`config.mk`:
```
export PLATFORM = sky130hd
export DESIGN_NAME = tlb_clock_replacement_top_flat
export DESIGN_NICKNAME = d
export VERILOG_FILES = /design/src/rtl/tlbclk_pkg.sv /design/src/rtl/tlbclk_in_if.sv /design/src/rtl/tlbclk_out_if.sv /design/src/rtl/tlbclk_ram.sv /design/src/rtl/tlbclk_fifo.sv /design/src/rtl/tlbclk_front.sv /design/src/rtl/tlbclk_back.sv /design/src/rtl/tlb_clock_replacement_top.sv /design/src/flat_wrapper.sv
export VERILOG_INCLUDE_DIRS = /design/src /design/src/rtl
export SDC_FILE = /design/constraint.sdc
export NUM_CORES = 1
export LEC_CHECK = 0
export ABC_CLOCK_PERIOD_IN_PS = 7500
export BUFFER_PORTS_ARGS = -buffer_cell sky130_fd_sc_hd__buf_2
export CORE_MARGIN = 3
export CORE_UTILIZATION = 35
export CTS_CLUSTER_SIZE = 40
export DETAILED_ROUTE_END_ITERATION = 8
export PLACE_DENSITY_LB_ADDON = 0.1
export SYNTH_ARGS = -nofsm -noshare
export SYNTH_HDL_FRONTEND = slang
export SYNTH_SLANG_ARGS = --single-unit
```
`constraint.sdc`:
```
create_clock -name clk -period 7.5 [get_ports clk]
set_input_delay 1.5 -clock clk [delete_from_list [all_inputs] [get_ports clk]]
set_output_delay 1.5 -clock clk [all_outputs]
set_load 0.1 [all_outputs]
```
`src/rtl/tlb_clock_replacement_top_macros.svh`:
```
// assertion helpers for the tlb rtl
// the asserting module must have clk and rst_n in scope
`ifndef TLB_CLOCK_REPLACEMENT_TOP_MACROS_SVH
`define TLB_CLOCK_REPLACEMENT_TOP_MACROS_SVH

// same-cycle implication
`define TLBCLK_CHECK_NOW(name, ante, cons, msg) \
    name: assert property (@(posedge clk) disable iff (!rst_n) (ante) |-> (cons)) \
        else $error(msg);

// next-cycle implication
`define TLBCLK_CHECK_NEXT(name, ante, cons, msg) \
    name: assert property (@(posedge clk) disable iff (!rst_n) (ante) |=> (cons)) \
        else $error(msg);

`endif

```
`src/rtl/tlbclk_pkg.sv`:
```
`timescale 1ns / 1ps

package tlbclk_pkg;

    // fixed field widths of the request and response channels
    localparam int IN_VPN_W   = 20;
    localparam int IN_PFN_W   = 20;
    localparam int OUT_PFN_W  = 20;
    localparam int OUT_SLOT_W = 4;

    // tag compare lanes per search step
    localparam int LANES  = 8;
    localparam int LANE_W = 3;

    // request queue between front and back
    localparam int QDEPTH = 2;
    localparam int QPTR_W = 1;

    // back-end sequencer states
    typedef enum logic [2:0] {
        ST_IDLE   = 3'b001,
        ST_SEARCH = 3'b010,
        ST_FETCH  = 3'b100
    } tlbclk_state_t;

    // request queue status
    typedef struct packed {
        logic empty;
        logic full;
    } tlbclk_qstat_t;

endpackage

```
`src/rtl/tlbclk_in_if.sv`:
```
`timescale 1ns / 1ps

interface tlbclk_in_if;
    import tlbclk_pkg::*;

    logic                valid;
    logic                ready;
    logic [IN_VPN_W-1:0] vpn;
    logic                is_write;
    logic [IN_PFN_W-1:0] walk_pfn;

    modport source (output valid, vpn, is_write, walk_pfn, input ready);
    modport sink   (input valid, vpn, is_write, walk_pfn, output ready);
endinterface

```
`src/rtl/tlbclk_out_if.sv`:
```
`timescale 1ns / 1ps

interface tlbclk_out_if;
    import tlbclk_pkg::*;

    logic                  valid;
    logic                  ready;
    logic                  hit;
    logic [OUT_PFN_W-1:0]  pfn;
    logic [OUT_SLOT_W-1:0] slot;

    modport source (output valid, hit, pfn, slot, input ready);
    modport sink   (input valid, hit, pfn, slot, output ready);
endinterface

```
`src/rtl/tlbclk_ram.sv`:
```
`timescale 1ns / 1ps

module tlbclk_ram #(
    parameter int WIDTH = 20,
    parameter int DEPTH = 16,
    localparam int AW   = (DEPTH > 1) ? $clog2(DEPTH) : 1
) (
    input  logic             clk,
    input  logic             we,
    input  logic [AW-1:0]    waddr,
    input  logic [WIDTH-1:0] wdata,
    input  logic [AW-1:0]    raddr,
    output logic [WIDTH-1:0] rdata
);

    logic [WIDTH-1:0] mem [DEPTH];

    // one write port, registered read port
    always_ff @(posedge clk)
    begin
        if (we)
        begin
            mem[waddr] <= wdata;
        end
        rdata <= mem[raddr];
    end

endmodule

```
`src/rtl/tlbclk_fifo.sv`:
```
`timescale 1ns / 1ps

module tlbclk_fifo #(
    parameter int WIDTH = 41
) (
    input  logic                        clk,
    input  logic                        rst_n,
    input  logic                        push,
    input  logic [WIDTH-1:0]            push_data,
    input  logic                        pop,
    output logic [WIDTH-1:0]            pop_data,
    output tlbclk_pkg::tlbclk_qstat_t   qstat
);
    import tlbclk_pkg::*;

    logic [WIDTH-1:0]  slots_reg [QDEPTH];
    logic [QPTR_W-1:0] wr_ptr_reg, wr_ptr_next;
    logic [QPTR_W-1:0] rd_ptr_reg, rd_ptr_next;
    logic [QPTR_W:0]   count_reg, count_next;

    // status and head
    always_comb
    begin
        qstat.empty = (count_reg == '0);
        qstat.full  = (count_reg == (QPTR_W + 1)'(QDEPTH));
        pop_data    = slots_reg[rd_ptr_reg];
    end

    // pointer and fill count
    always_comb
    begin
        wr_ptr_next = push ? wr_ptr_reg + QPTR_W'(1) : wr_ptr_reg;
        rd_ptr_next = pop ? rd_ptr_reg + QPTR_W'(1) : rd_ptr_reg;
        count_next  = count_reg;
        if (push && !pop)
        begin
            count_next = count_reg + (QPTR_W + 1)'(1);
        end
        else if (pop && !push)
        begin
            count_next = count_reg - (QPTR_W + 1)'(1);
        end
    end

    always_ff @(posedge clk or negedge rst_n)
    begin
        if (!rst_n)
        begin
            wr_ptr_reg <= '0;
            rd_ptr_reg <= '0;
            count_reg  <= '0;
        end
        else
        begin
            wr_ptr_reg <= wr_ptr_next;
            rd_ptr_reg <= rd_ptr_next;
            count_reg  <= count_next;
        end
    end

    // storage
    always_ff @(posedge clk)
    begin
        if (push)
        begin
            slots_reg[wr_ptr_reg] <= push_data;
        end
    end

endmodule

```
`src/rtl/tlbclk_front.sv`:
```
`timescale 1ns / 1ps

module tlbclk_front #(
    parameter int VPN_BITS = 20,
    parameter int PFN_BITS = 20
) (
    input  logic                            clk,
    input  logic                            rst_n,
    tlbclk_in_if.sink                       req,
    input  tlbclk_pkg::tlbclk_qstat_t       qstat,
    output logic                            push,
    output logic [VPN_BITS+PFN_BITS:0]      push_data
);
    import tlbclk_pkg::*;

    logic                         stage_valid_reg, stage_valid_next;
    logic [VPN_BITS-1:0]          page_reg;
    logic                         wr_reg;
    logic [PFN_BITS-1:0]          frame_reg;
    logic                         accept;
    logic [VPN_BITS+IN_VPN_W-1:0] page_wide;
    logic [PFN_BITS+IN_PFN_W-1:0] frame_wide;

    // stage handshake: refill while the held request moves to the queue
    always_comb
    begin
        req.ready        = !stage_valid_reg || !qstat.full;
        push             = stage_valid_reg && !qstat.full;
        accept           = req.valid && req.ready;
        stage_valid_next = stage_valid_reg;
        if (accept)
        begin
            stage_valid_next = 1'b1;
        end
        else if (push)
        begin
            stage_valid_next = 1'b0;
        end
    end

    // fit page and frame to the stored widths
    always_comb
    begin
        page_wide  = {{VPN_BITS{1'b0}}, req.vpn};
        frame_wide = {{PFN_BITS{1'b0}}, req.walk_pfn};
        push_data  = {page_reg, wr_reg, frame_reg};
    end

    always_ff @(posedge clk or negedge rst_n)
    begin
        if (!rst_n)
        begin
            stage_valid_reg <= 1'b0;
        end
        else
        begin
            stage_valid_reg <= stage_valid_next;
        end
    end

    always_ff @(posedge clk)
    begin
        if (accept)
        begin
            page_reg  <= page_wide[VPN_BITS-1:0];
            wr_reg    <= req.is_write;
            frame_reg <= frame_wide[PFN_BITS-1:0];
        end
    end

endmodule

```
`src/rtl/tlbclk_back.sv`:
```
`timescale 1ns / 1ps
`include "tlb_clock_replacement_top_macros.svh"

module tlbclk_back #(
    parameter int ENTRIES  = 16,
    parameter int VPN_BITS = 20,
    parameter int PFN_BITS = 20
) (
    input  logic                            clk,
    input  logic                            rst_n,
    input  tlbclk_pkg::tlbclk_qstat_t       qstat,
    input  logic [VPN_BITS+PFN_BITS:0]      q_data,
    output logic                            q_pop,
    tlbclk_out_if.source                    rsp
);
    import tlbclk_pkg::*;

    localparam int NCHUNK  = (ENTRIES + LANES - 1) / LANES;
    localparam int CHUNK_W = (NCHUNK > 1) ? $clog2(NCHUNK) : 1;
    localparam int PAD_W   = CHUNK_W + LANE_W;
    localparam int SLOTS   = 1 << PAD_W;

    tlbclk_state_t        state_reg, state_next;
    logic [VPN_BITS-1:0]  page_reg;
    logic                 wr_reg;
    logic [PFN_BITS-1:0]  walk_reg;
    logic [CHUNK_W-1:0]   chunk_reg, chunk_next;
    logic [PAD_W-1:0]     hit_idx_reg, hit_idx_next;
    logic [SLOTS-1:0]     valid_reg, valid_next;
    logic [SLOTS-1:0]     used_reg, used_next;
    logic [SLOTS-1:0]     dirty_reg, dirty_next;

    logic                 out_valid_reg, out_valid_next;
    logic                 out_hit_reg;
    logic [OUT_PFN_W-1:0] out_pfn_reg;
    logic [OUT_SLOT_W-1:0] out_slot_reg;

    logic [VPN_BITS-1:0]  page_rd [LANES];
    logic [LANES-1:0]     lane_match;
    logic                 any_match;
    logic [LANE_W-1:0]    match_lane;
    logic [PAD_W-1:0]     hit_idx;
    logic                 last_chunk;
    logic [CHUNK_W-1:0]   rd_chunk;
    logic [PFN_BITS-1:0]  frame_rd_data;

    logic                 inv_found;
    logic [PAD_W-1:0]     inv_idx;
    logic                 clr_found;
    logic [PAD_W-1:0]     clr_idx;
    logic [SLOTS-1:0]     sweep_clear;
    logic [PAD_W-1:0]     victim_idx;

    logic                 start;
    logic                 install;
    logic                 res_load;
    logic                 res_hit;
    logic [PFN_BITS-1:0]  res_frame;
    logic [PAD_W-1:0]     res_idx;
    logic [PFN_BITS+OUT_PFN_W-1:0]  res_frame_wide;
    logic [PAD_W+OUT_SLOT_W-1:0]    res_idx_wide;

    // page store: one ram per lane, one chunk row read per cycle
    assign rd_chunk = (state_reg == ST_SEARCH) ? chunk_reg + CHUNK_W'(1) : '0;

    for (genvar l = 0; l < LANES; l++)
    begin : g_lane
        tlbclk_ram #(
            .WIDTH (VPN_BITS),
            .DEPTH (1 << CHUNK_W)
        ) u_page_ram (
            .clk   (clk),
            .we    (install && (victim_idx[LANE_W-1:0] == LANE_W'(l))),
            .waddr (victim_idx[PAD_W-1:LANE_W]),
            .wdata (page_reg),
            .raddr (rd_chunk),
            .rdata (page_rd[l])
        );
    end

    // frame store, read at the hit entry
    tlbclk_ram #(
        .WIDTH (PFN_BITS),
        .DEPTH (SLOTS)
    ) u_frame_ram (
        .clk   (clk),
        .we    (install),
        .waddr (victim_idx),
        .wdata (walk_reg),
        .raddr (hit_idx),
        .rdata (frame_rd_data)
    );

    // tag compare over the current chunk, lowest lane wins
    always_comb
    begin
        any_match  = 1'b0;
        match_lane = '0;
        for (int l = 0; l < LANES; l++)
        begin
            lane_match[l] = valid_reg[{chunk_reg, LANE_W'(l)}] && (page_rd[l] == page_reg);
        end
        for (int l = 0; l < LANES; l++)
        begin
            if (lane_match[l] && !any_match)
            begin
                any_match  = 1'b1;
                match_lane = LANE_W'(l);
            end
        end
        hit_idx    = {chunk_reg, match_lane};
        last_chunk = (chunk_reg == CHUNK_W'(NCHUNK - 1));
    end

    // victim: first invalid entry, else clock sweep from entry 0
    always_comb
    begin
        inv_found   = 1'b0;
        inv_idx     = '0;
        clr_found   = 1'b0;
        clr_idx     = '0;
        sweep_clear = '0;
        for (int k = 0; k < ENTRIES; k++)
        begin
            if (!valid_reg[k] && !inv_found)
            begin
                inv_found = 1'b1;
                inv_idx   = PAD_W'(k);
            end
            if (!clr_found)
            begin
                if (!used_reg[k])
                begin
                    clr_found = 1'b1;
                    clr_idx   = PAD_W'(k);
                end
                else
                begin
                    sweep_clear[k] = 1'b1;
                end
            end
        end
        victim_idx = inv_found ? inv_idx : clr_idx;
    end

    // sequencer
    always_comb
    begin
        state_next   = state_reg;
        chunk_next   = chunk_reg;
        hit_idx_next = hit_idx_reg;
        valid_next   = valid_reg;
        used_next    = used_reg;
        dirty_next   = dirty_reg;
        start        = 1'b0;
        install      = 1'b0;
        res_load     = 1'b0;
        res_hit      = 1'b0;
        res_frame    = walk_reg;
        res_idx      = victim_idx;
        case (state_reg)
            ST_IDLE:
            begin
                if (!qstat.empty && (!out_valid_reg || rsp.ready))
                begin
                    start      = 1'b1;
                    chunk_next = '0;
                    state_next = ST_SEARCH;
                end
            end
            ST_SEARCH:
            begin
                if (any_match)
                begin
                    hit_idx_next        = hit_idx;
                    used_next[hit_idx]  = 1'b1;
                    dirty_next[hit_idx] = wr_reg;
                    state_next          = ST_FETCH;
                end
                else if (last_chunk)
                begin
                    install  = 1'b1;
                    res_load = 1'b1;
                    if (!inv_found)
                    begin
                        used_next = used_reg & ~sweep_clear;
                    end
                    valid_next[victim_idx] = 1'b1;
                    used_next[victim_idx]  = 1'b1;
                    dirty_next[victim_idx] = wr_reg;
                    state_next             = ST_IDLE;
                end
                else
                begin
                    chunk_next = chunk_reg + CHUNK_W'(1);
                end
            end
            ST_FETCH:
            begin
                res_load   = 1'b1;
                res_hit    = 1'b1;
                res_frame  = frame_rd_data;
                res_idx    = hit_idx_reg;
                state_next = ST_IDLE;
            end
            default:
            begin
                state_next = ST_IDLE;
            end
        endcase
        q_pop = start;
    end

    // result formatting and output register
    always_comb
    begin
        res_frame_wide = {{OUT_PFN_W{1'b0}}, res_frame};
        res_idx_wide   = {{OUT_SLOT_W{1'b0}}, res_idx};
        out_valid_next = out_valid_reg;
        if (res_load)
        begin
            out_valid_next = 1'b1;
        end
        else if (rsp.ready)
        begin
            out_valid_next = 1'b0;
        end
    end

    assign rsp.valid = out_valid_reg;
    assign rsp.hit   = out_hit_reg;
    assign rsp.pfn   = out_pfn_reg;
    assign rsp.slot  = out_slot_reg;

    always_ff @(posedge clk or negedge rst_n)
    begin
        if (!rst_n)
        begin
            state_reg     <= ST_IDLE;
            chunk_reg     <= '0;
            hit_idx_reg   <= '0;
            valid_reg     <= '0;
            used_reg      <= '0;
            dirty_reg     <= '0;
            out_valid_reg <= 1'b0;
        end
        else
        begin
            state_reg     <= state_next;
            chunk_reg     <= chunk_next;
            hit_idx_reg   <= hit_idx_next;
            valid_reg     <= valid_next;
            used_reg      <= used_next;
            dirty_reg     <= dirty_next;
            out_valid_reg <= out_valid_next;
        end
    end

    // request under work and response payload
    always_ff @(posedge clk)
    begin
        if (start)
        begin
            page_reg <= q_data[VPN_BITS+PFN_BITS:PFN_BITS+1];
            wr_reg   <= q_data[PFN_BITS];
            walk_reg <= q_data[PFN_BITS-1:0];
        end
        if (res_load)
        begin
            out_hit_reg  <= res_hit;
            out_pfn_reg  <= res_frame_wide[OUT_PFN_W-1:0];
            out_slot_reg <= res_idx_wide[OUT_SLOT_W-1:0];
        end
    end

    // checks
    `TLBCLK_CHECK_NOW(a_result_slot_free, res_load, !out_valid_reg || rsp.ready, "response register overwritten")
    `TLBCLK_CHECK_NEXT(a_install_marks, install, valid_reg[$past(victim_idx)] && used_reg[$past(victim_idx)], "installed entry not valid and used")
    `TLBCLK_CHECK_NEXT(a_valid_sticky, 1'b1, (valid_reg & $past(valid_reg)) == $past(valid_reg), "valid bit dropped")
    `TLBCLK_CHECK_NEXT(a_fetch_returns, state_reg == ST_FETCH, state_reg == ST_IDLE && out_valid_reg, "hit fetch did not respond")

endmodule

```
`src/rtl/tlb_clock_replacement_top.sv`:
```
`timescale 1ns / 1ps

// Fully associative TLB with clock replacement. A request passes a front
// stage and a two-deep queue, then a back-end sequencer searches the tags
// eight entries per cycle out of per-lane page rams and either returns the
// stored frame (hit) or installs the walk frame in the first invalid entry or
// the clock-sweep victim (miss). One request is in the back end at a time:
// the search walks chunks of eight entries from chunk 0 and stops at the
// first chunk with a match, then a hit reads the frame ram in the fetch
// state before it responds; a miss searches every chunk and installs and
// responds at the last one. Page and frame storage need no clearing pass
// after reset; the valid, used and dirty flops clear.
module tlb_clock_replacement_top #(
    parameter int ENTRIES  = 16,
    parameter int VPN_BITS = 20,
    parameter int PFN_BITS = 20
) (
    input  logic           clk,
    input  logic           rst_n,
    tlbclk_in_if.sink      req,
    tlbclk_out_if.source   rsp
);
    import tlbclk_pkg::*;

    localparam int QW = VPN_BITS + PFN_BITS + 1;

    tlbclk_qstat_t   qstat;
    logic            push;
    logic [QW-1:0]   push_data;
    logic            pop;
    logic [QW-1:0]   pop_data;

    // request intake
    tlbclk_front #(
        .VPN_BITS (VPN_BITS),
        .PFN_BITS (PFN_BITS)
    ) u_front (
        .clk       (clk),
        .rst_n     (rst_n),
        .req       (req),
        .qstat     (qstat),
        .push      (push),
        .push_data (push_data)
    );

    // decoupling queue
    tlbclk_fifo #(
        .WIDTH (QW)
    ) u_fifo (
        .clk       (clk),
        .rst_n     (rst_n),
        .push      (push),
        .push_data (push_data),
        .pop       (pop),
        .pop_data  (pop_data),
        .qstat     (qstat)
    );

    // lookup and replacement
    tlbclk_back #(
        .ENTRIES  (ENTRIES),
        .VPN_BITS (VPN_BITS),
        .PFN_BITS (PFN_BITS)
    ) u_back (
        .clk    (clk),
        .rst_n  (rst_n),
        .qstat  (qstat),
        .q_data (pop_data),
        .q_pop  (pop),
        .rsp    (rsp)
    );

endmodule

```
`src/flat_wrapper.sv`:
```
// flat-port wrapper written by rule: the top's interface ports become plain ports
module tlb_clock_replacement_top_flat import tlbclk_pkg::*;
#(
    parameter int ENTRIES  = 16,
    parameter int VPN_BITS = 20,
    parameter int PFN_BITS = 20
)
  (clk, rst_n, req_valid, req_vpn, req_is_write, req_walk_pfn, req_ready, rsp_valid, rsp_hit, rsp_pfn, rsp_slot, rsp_ready);
  tlbclk_in_if req_i ();
  tlbclk_out_if rsp_i ();
  input  logic clk;
  input  logic rst_n;
  input wire logic [$bits(req_i.valid)-1:0] req_valid;
  input wire logic [$bits(req_i.vpn)-1:0] req_vpn;
  input wire logic [$bits(req_i.is_write)-1:0] req_is_write;
  input wire logic [$bits(req_i.walk_pfn)-1:0] req_walk_pfn;
  output wire logic [$bits(req_i.ready)-1:0] req_ready;
  output wire logic [$bits(rsp_i.valid)-1:0] rsp_valid;
  output wire logic [$bits(rsp_i.hit)-1:0] rsp_hit;
  output wire logic [$bits(rsp_i.pfn)-1:0] rsp_pfn;
  output wire logic [$bits(rsp_i.slot)-1:0] rsp_slot;
  input wire logic [$bits(rsp_i.ready)-1:0] rsp_ready;
  assign req_i.valid = req_valid;
  assign req_i.vpn = req_vpn;
  assign req_i.is_write = req_is_write;
  assign req_i.walk_pfn = req_walk_pfn;
  assign req_ready = req_i.ready;
  assign rsp_valid = rsp_i.valid;
  assign rsp_hit = rsp_i.hit;
  assign rsp_pfn = rsp_i.pfn;
  assign rsp_slot = rsp_i.slot;
  assign rsp_i.ready = rsp_ready;
  tlb_clock_replacement_top #(.ENTRIES(ENTRIES), .VPN_BITS(VPN_BITS), .PFN_BITS(PFN_BITS)) u_core (.clk(clk), .rst_n(rst_n), .req(req_i), .rsp(rsp_i));
endmodule
```
* Word-level counts from Yosys, hierarchy flattened
Memory sizes are Yosys's and may differ from the RTL's. A register that Yosys moved wholly into a read port is not among the register bits.
Index checks and enable logic that the tools add are counted.
** Storage, ports and cells
- Bits in registers :: 112
- Bits in latches :: 0
- RAM bits :: 722
- ROM bits :: 0
- Input port bits :: 45
- Output and inout port bits :: 27
- Word-level logic and storage cells :: 379
- Memories :: 10
** Memory list
- u_core.u_back.u_frame_ram.mem :: depth 16, width 20, rd ports 1, clocked after Yosys merged registers in 1, write ports 1, line tlbclk_ram.sv:16 : logic [WIDTH-1:0] mem [DEPTH];
- u_core.u_fifo.slots_reg :: depth 2, width 41, rd ports 1, clocked after Yosys merged registers in 1, write ports 1, line tlbclk_fifo.sv:16 : logic [WIDTH-1:0] slots_reg [QDEPTH];
- u_core.u_back.g_lane[0].u_page_ram.mem :: depth 2, width 20, rd ports 1, clocked after Yosys merged registers in 1, write ports 1, line tlbclk_ram.sv:16
- u_core.u_back.g_lane[1].u_page_ram.mem :: depth 2, width 20, rd ports 1, clocked after Yosys merged registers in 1, write ports 1, line tlbclk_ram.sv:16
- u_core.u_back.g_lane[2].u_page_ram.mem :: depth 2, width 20, rd ports 1, clocked after Yosys merged registers in 1, write ports 1, line tlbclk_ram.sv:16
- u_core.u_back.g_lane[3].u_page_ram.mem :: depth 2, width 20, rd ports 1, clocked after Yosys merged registers in 1, write ports 1, line tlbclk_ram.sv:16
- +4 memories
** Cells by class
- $add $sub $neg :: 5
- Multiply operators :: 0
- Divide/modulo/power cells :: 0
- $lt $le $gt $ge :: 12
- Equality and inequality tests :: 22
- Shift-type cells :: 0
- Muxes and demuxes :: 207
- Bitwise logic cells :: 6
- Reduce and logical (&&, ||, !) cells :: 101
** Operators by type and width (number)
- 4-bit 2-to-1 mux :: 44
- 20-bit == test :: 8
- 1-bit 2-to-1 mux :: 140
- 16-bit 2-to-1 mux :: 6
- 4-bit by 5-bit less-than comparator with 1-bit output, second input constant :: 10
- 16-bit bitwise OR :: 3
- 1-bit logical AND :: 45
- 1-bit logical NOT :: 42
- 3-bit 2-to-1 mux :: 7
- 20-bit 2-to-1 mux :: 1
- 16-bit bitwise AND :: 1
- 16-bit NOT :: 1
- 3-bit == test, second input constant :: 5
- 2-bit nonzero test :: 5
- 3-bit by 2-bit == test with 1-bit output, second input constant :: 3
- 1-bit demux with 4-bit select :: 2
- 4-bit by 1-bit >= comparator with 1-bit output, second input constant :: 2
- 2-bit 2-to-1 mux :: 4
- 3-bit by 1-bit == test with 1-bit output, second input constant :: 2
- 3-bit one-hot mux with 2 select lines :: 1
- 2-bit AND reduction :: 3
- 3-bit AND reduction :: 2
- 2-bit inequality test, second input constant :: 2
- 1-bit one-hot mux with 2 select lines :: 2
- other kinds (9) :: 12

* Longest topological paths before layout
- Depth after elaboration :: 53
- Gate-level depth with buffers :: 13
- Mapped depth without buffers :: 9

* Modules after synthesis
A second synthesis with hierarchy kept.
** Unflattened totals
- Cell total of the unflattened synthesis :: 2065
- Area, all modules :: 39599.2 um^2
** By module, submodules not included
- tlbclk_ram (u_core.u_back.g_lane[0].u_page_ram ...) :: instances 8, cells each 84, area each 1936.9 um^2, seq. area each 1601.5 um^2
- tlbclk_ram (u_core.u_back.u_frame_ram) :: instances 1, cells each 533, area each 12530.8 um^2, seq. area each 10009.6 um^2
- tlbclk_back :: instances 1, cells each 669, area each 6935.4 um^2, seq. area each 2979.1 um^2
- tlbclk_fifo :: instances 1, cells each 144, area each 3348.2 um^2, seq. area each 2562.5 um^2
- tlbclk_front :: instances 1, cells each 47, area each 1290.0 um^2, seq. area each 1256.2 um^2

* Worst setup path after synthesis
No wires, ideal clock.
- Path type :: register -> register
- From :: register u_core.u_back.page_reg[9] (read register of u_core.u_fifo.slots_reg)
- To :: memory u_core.u_back.u_frame_ram.mem[0][0], enable pin
- Library setup time :: 398 ps
- Arrival :: 3216 ps
- Required time :: 7102 ps
- Setup slack :: 3886 ps
- Stages on the path, launching flop included :: 11
- Buffers on the path :: 2
- Clock period less this slack :: 3614 ps
- Cell sequence :: edfxtp_1 -> buf_2 -> xor2_1 -> nor4_1 -> nand4_1 -> a2bb2oi_1 -> nand4b_1 -> nor3_1 -> buf_2 -> nand2_1 -> nor2_1
** On the way
- Cells in the longest elaborated chain, start to end :: 28
- Elaborated cells between the ends (all ways) :: 42
- Classes of those cells :: eq/ne (8); mux (12); reduce/logical (22)
** RTL lines
- start, declared :: line tlbclk_back.sv:24 : logic [VPN_BITS-1:0] page_reg;
- 20-bit == test :: line tlbclk_back.sv:101 : lane_match[l] = valid_reg[{chunk_reg, LANE_W'(l)}] && (page_rd[l] == page_reg);
- 1-bit logical AND :: line tlbclk_back.sv:101
- 1-bit 2-to-1 mux :: line tlbclk_back.sv:105 : if (lane_match[l] && !any_match)
- 1-bit logical NOT :: line tlbclk_back.sv:105
- 1-bit logical AND :: line tlbclk_back.sv:105
- 1-bit 2-to-1 mux :: line tlbclk_back.sv:105
- 1-bit logical NOT :: line tlbclk_back.sv:105
- 1-bit logical AND :: line tlbclk_back.sv:105
- [... 12 more ...]
- 1-bit 2-to-1 mux :: line tlbclk_back.sv:105
- 1-bit logical NOT :: line tlbclk_back.sv:105
- 1-bit logical AND :: line tlbclk_back.sv:105
- 1-bit 2-to-1 mux * :: line tlbclk_back.sv:105
- 1-bit 2-to-1 mux * :: line tlbclk_back.sv:173 : if (any_match)
- 1-bit 2-to-1 mux * :: line tlbclk_back.sv:161 : case (state_reg)
- 1-bit 2-to-1 mux * :: line tlbclk_ram.sv:21 : if (we)
- 1-bit 2-to-1 mux (not written as such) * :: line tlbclk_ram.sv:23 : mem[waddr] <= wdata;
- end, declared :: line tlbclk_ram.sv:16
Every way passes the cells marked *; elsewhere a longest branch is shown, timed or not.

* Worst setup path after layout
- From :: register u_core.u_back.page_reg[19] (read register of u_core.u_fifo.slots_reg)
- To :: memory u_core.u_back.g_lane[3].u_page_ram.mem[1][18], enable pin
** On the way
- Cells in the longest elaborated chain, start to end :: 29
- Elaborated cells between the ends (all ways) :: 43
- Classes of those cells :: eq/ne (8); mux (12); reduce/logical (23)
** RTL lines
- 20-bit == test :: line tlbclk_back.sv:101
- 1-bit logical AND :: line tlbclk_back.sv:101
- 1-bit 2-to-1 mux :: line tlbclk_back.sv:105
- 1-bit logical NOT :: line tlbclk_back.sv:105
- 1-bit logical AND :: line tlbclk_back.sv:105
- 1-bit 2-to-1 mux :: line tlbclk_back.sv:105
- 1-bit logical NOT :: line tlbclk_back.sv:105
- 1-bit logical AND :: line tlbclk_back.sv:105
- [... 13 more ...]
- 1-bit logical NOT :: line tlbclk_back.sv:105
- 1-bit logical AND :: line tlbclk_back.sv:105
- 1-bit 2-to-1 mux * :: line tlbclk_back.sv:105
- 1-bit 2-to-1 mux * :: line tlbclk_back.sv:173
- 1-bit 2-to-1 mux * :: line tlbclk_back.sv:161
- 1-bit logical AND * :: line tlbclk_back.sv:73 : .we (install && (victim_idx[LANE_W-1:0] == LANE_W'(l))),
- 1-bit 2-to-1 mux * :: line tlbclk_ram.sv:21
- 1-bit 2-to-1 mux (not written as such) * :: line tlbclk_ram.sv:23
- end, declared :: line tlbclk_ram.sv:16
Marked as above.

==> flow_metrics.py <==
metrics = {
    "status": {
        "status": "completed",
    },
    "synthesis": {
        "synthFlopType": "edfxtp_1",
        "synth_edf_count": 825,
        "syn_nets": 2290,
        "netlist_area_um2": 38800,
        "syn_avg_cell_area_um2": 17.3,
        "yosys_warnings": 0,
        "post_synth_inst_count": 2244,
        "synth.distinct_cells": 76,
        "ys_ff_latch": 1051,
        "synth-async-reset-ratio_pct": 4.38,
        "synth_seq_area_share_pct": 76.1,
    },
    "pwr": {
        "power_frac_comb_pct": 17.8,
        "p_sw_w": 0.00492,
        "power_density_nw_per_um2": 375,
        "irDropWorstVdd_v": 0.000241,
        "intPower_w": 0.0120,
        "seq_power_share_pct": 48.8,
        "leakage_nw": 15.4,
        "clkPwrFrac_pct": 33.4,
        "switching_share_pct": 29.1,
        "p_total_w": 0.0169,
    },
    "worst_hold_path": {
        "hp-start": "u_core.u_front.page_reg[16]$_DFFE_PP_",
        "hp-class": "reg -> reg",
    },
    "timing": {
        "rsz0062_at_grt": "no",
        "drv_slew": 0,
        "setup_viol_count_final": 0,
        "worst_slew_pin_slew_ns": 1.26,
        "min_period_over_period_pct": 73.7,
        "finClkSkew_ns": 0.0248,
        "period_minus_slack_ns": 5.52,
        "max-slew-margin-rel_pct": 15.9,
        "max_freq_mhz": 181,
        "fin_tns_setup_ns": 0,
        "final_hold_viol_count": 0,
        "whs_ns": 0.443,
    },
    "setup_path": {
        "cp_data_arrival_time_ns": 5.80,
        "crit_slowest_cell": "nor2_2",
        "cp-start-kind": "flop",
        "slowest_delay_ns": 1.08,
        "setup.worst_path.end_class": "flop",
        "required_ns": 7.78,
        "crit_buf_inv": 2,
        "worstPathCellList": "buf_4, xor2_1, nor3_1, nand4_1, a2bb2oi_1, nand4b_1, nor3_2, buf_4, nand2_1, nor2_2",
        "r2r-start": "u_core.u_back.page_reg[19]$_DFFE_PP_",
        "critPathTopFamily": "simple AND/OR/NAND/NOR gates",
        "worst-r2r-setup-slack_ns": 1.98,
        "cp-startpoint": "u_core.u_back.page_reg[19]$_DFFE_PP_",
        "path_class": "reg -> reg",
        "path_max_fanout": 20,
        "path_common_cell": "buf_4",
    },
    "final_layout": {
        "syn_to_final_growth_pct": 16.3,
        "drive_gt1_share_pct": 24.9,
        "post-route-util_pct": 41.2,
        "finalInstanceArea_um2": 45100,
        "biggestRegsByFlops": "u_core.u_back.g_lane.u_page_ram.mem: 320 flops, u_core.u_back.u_frame_ram.mem: 320 flops, u_core.u_back.g_lane.u_page_ram.rdata: 160 flops",
        "final_cell_mix": "edfxtp_1, mux2_2, dfxtp_1",
        "fin_nets": 2448,
        "layout_commonest_cell": "edfxtp_1",
    },
    "routing": {
        "drt_pass1_iterations": 6,
        "route.detailed.drc": 0,
        "wl_per_cell_um": 23.2,
        "first_iter_violations": 1368,
        "vias": 19700,
        "drt-total-wl_um": 92200,
        "drt-vias-per-instance": 4.94,
        "antenna_left": 0,
    },
    "placement": {
        "place_congestion": 0.850,
        "port_buffers": 70,
        "hpwl_um": 54700,
        "placed_cell_area_um2": 41200,
    },
    "cts": {
        "cts_resized": 0,
        "clk_pin_slew_ns": 0.06,
        "post_cts_buffers": 0,
        "cts_tree": "done",
        "ctsLongestPathBuffers": 3,
        "insertion_delay_ns": 0.68,
        "cts.sinks": 1051,
        "htreeDepth": 3,
        "cts_hold_buf": 0,
        "cts_buffers": 111,
        "cts_root_buf": "clkbuf_16",
    },
    "floorplanning": {
        "chipHeight_um": 339,
        "die_w_um": 339,
        "core_area_um2": 109000,
        "row_count": 121,
        "pin_count": 72,
        "initial_core_util_pct": 35.4,
        "die-area_um2": 115000,
    },
    "global_route": {
        "grt_pass1_vias": 20800,
        "overflow": 0,
        "grtUsageTotal_pct": 16.0,
        "grt_pass1_wl_um": 138000,
        "grt_max_degree": 151,
        "antenna_found_initial": 2,
    },
    "job": {
        "maxCapViolations": 0,
    },
}
-- per-stage QoR --
stage / cells / worst slack (ns)
2_1_floorplan: 2244 / 3.89
3_3_place_gp: 3764 / 1.76
3_5_place_dp: 3764 / 1.71
4_1_cts: 3976 / 1.66
5_1_grt: 3977 / 1.59
6_report: 3979 / 1.98
-- kinds of logic after synthesis --
family / share of synthesized area [%]
flops: 76.1
mux: 9.85
simple gates: 4.65
compound gates: 4.23
xor+xnor: 3.79
buf+inv: 1.32
fa+ha+maj: 0.0323
-- metal layers --
layer | vias up | share of wire [%] | global-route usage [%]
met2 | 453 | 46 | 25.0
met3 | 133 | 4.4 | 2.44
met4 | 0 | 2.0 | 4.36
li1 | 8981 | - | -
met1 | 10100 | 48 | 23.2
met5 | - | 0 | 0
-- cell usage after synthesis, drive strengths merged (4+ instances only) --
library cell,instances,area (um2)
a211oi,14,120
a21boi,4,41.3
a21o,5,37.5
a21oi,15,78.8
a221oi,20,175
a311oi,20,175
a31oi,12,75.1
and2,6,37.5
buf,47,265
clkbuf,50,188
dfrtp,45,1130
dfxtp,180,3600
edfxtp,825,24800
inv,16,60.1
mux2,226,2540
mux2i,125,1250
nand2,74,278
nand2b,11,68.8
nand3,33,165
nand4,30,188
nand4b,6,52.6
nor2,60,225
nor2b,6,37.5
nor3,14,75.1
nor3b,5,37.5
nor4,49,340
nor4b,4,35.0
o211ai,4,35.0
o21a,5,37.5
o21ai,47,239
o22ai,40,250
o2bb2ai,20,175
or2,17,106
xnor2,67,602
xor2,99,867
-- cell type report --
cell class	instances	area, um2
tap	1476	1850
clock buffer	159	3230
antenna	2	5.00
fill	9825	64400
sequential	1051	29500
multi-input combinational	1080	8890
timing repair buffer	142	923
inverter	16	60.1
clock inverter	53	609
-- worst paths after layout --
check,to,cells past startpoint
setup / recovery,u_core.u_back.g_lane[3].u_page_ram.mem[1][18]$_DFFE_PP_,10
hold / removal,u_core.u_fifo.slots_reg[1][37]$_DFFE_PP_,0
setup reg to reg,u_core.u_back.g_lane[3].u_page_ram.mem[1][18]$_DFFE_PP_,10
hold reg to reg,u_core.u_fifo.slots_reg[1][37]$_DFFE_PP_,0
max in group asynchronous,u_core.u_back.chunk_reg$_DFFE_PN0P_,2
min in group asynchronous,u_core.u_back.used_reg[10]$_DFFE_PN0P_,2
-- power by group through the flow --
stage / sequential, W / combinational (W) / clock, W
after floorplan: 0.00815 / 0.00187 / 0
after global placement: 0.00836 / 0.00303 / 0
after detailed placement: 0.00840 / 0.00304 / 0
after CTS: 0.00828 / 0.00306 / 0.00581
after global routing: 0.00835 / 0.00328 / 0.00604
final: 0.00824 / 0.00301 / 0.00564
No activity file was read; power rests on OpenSTA's default activity.
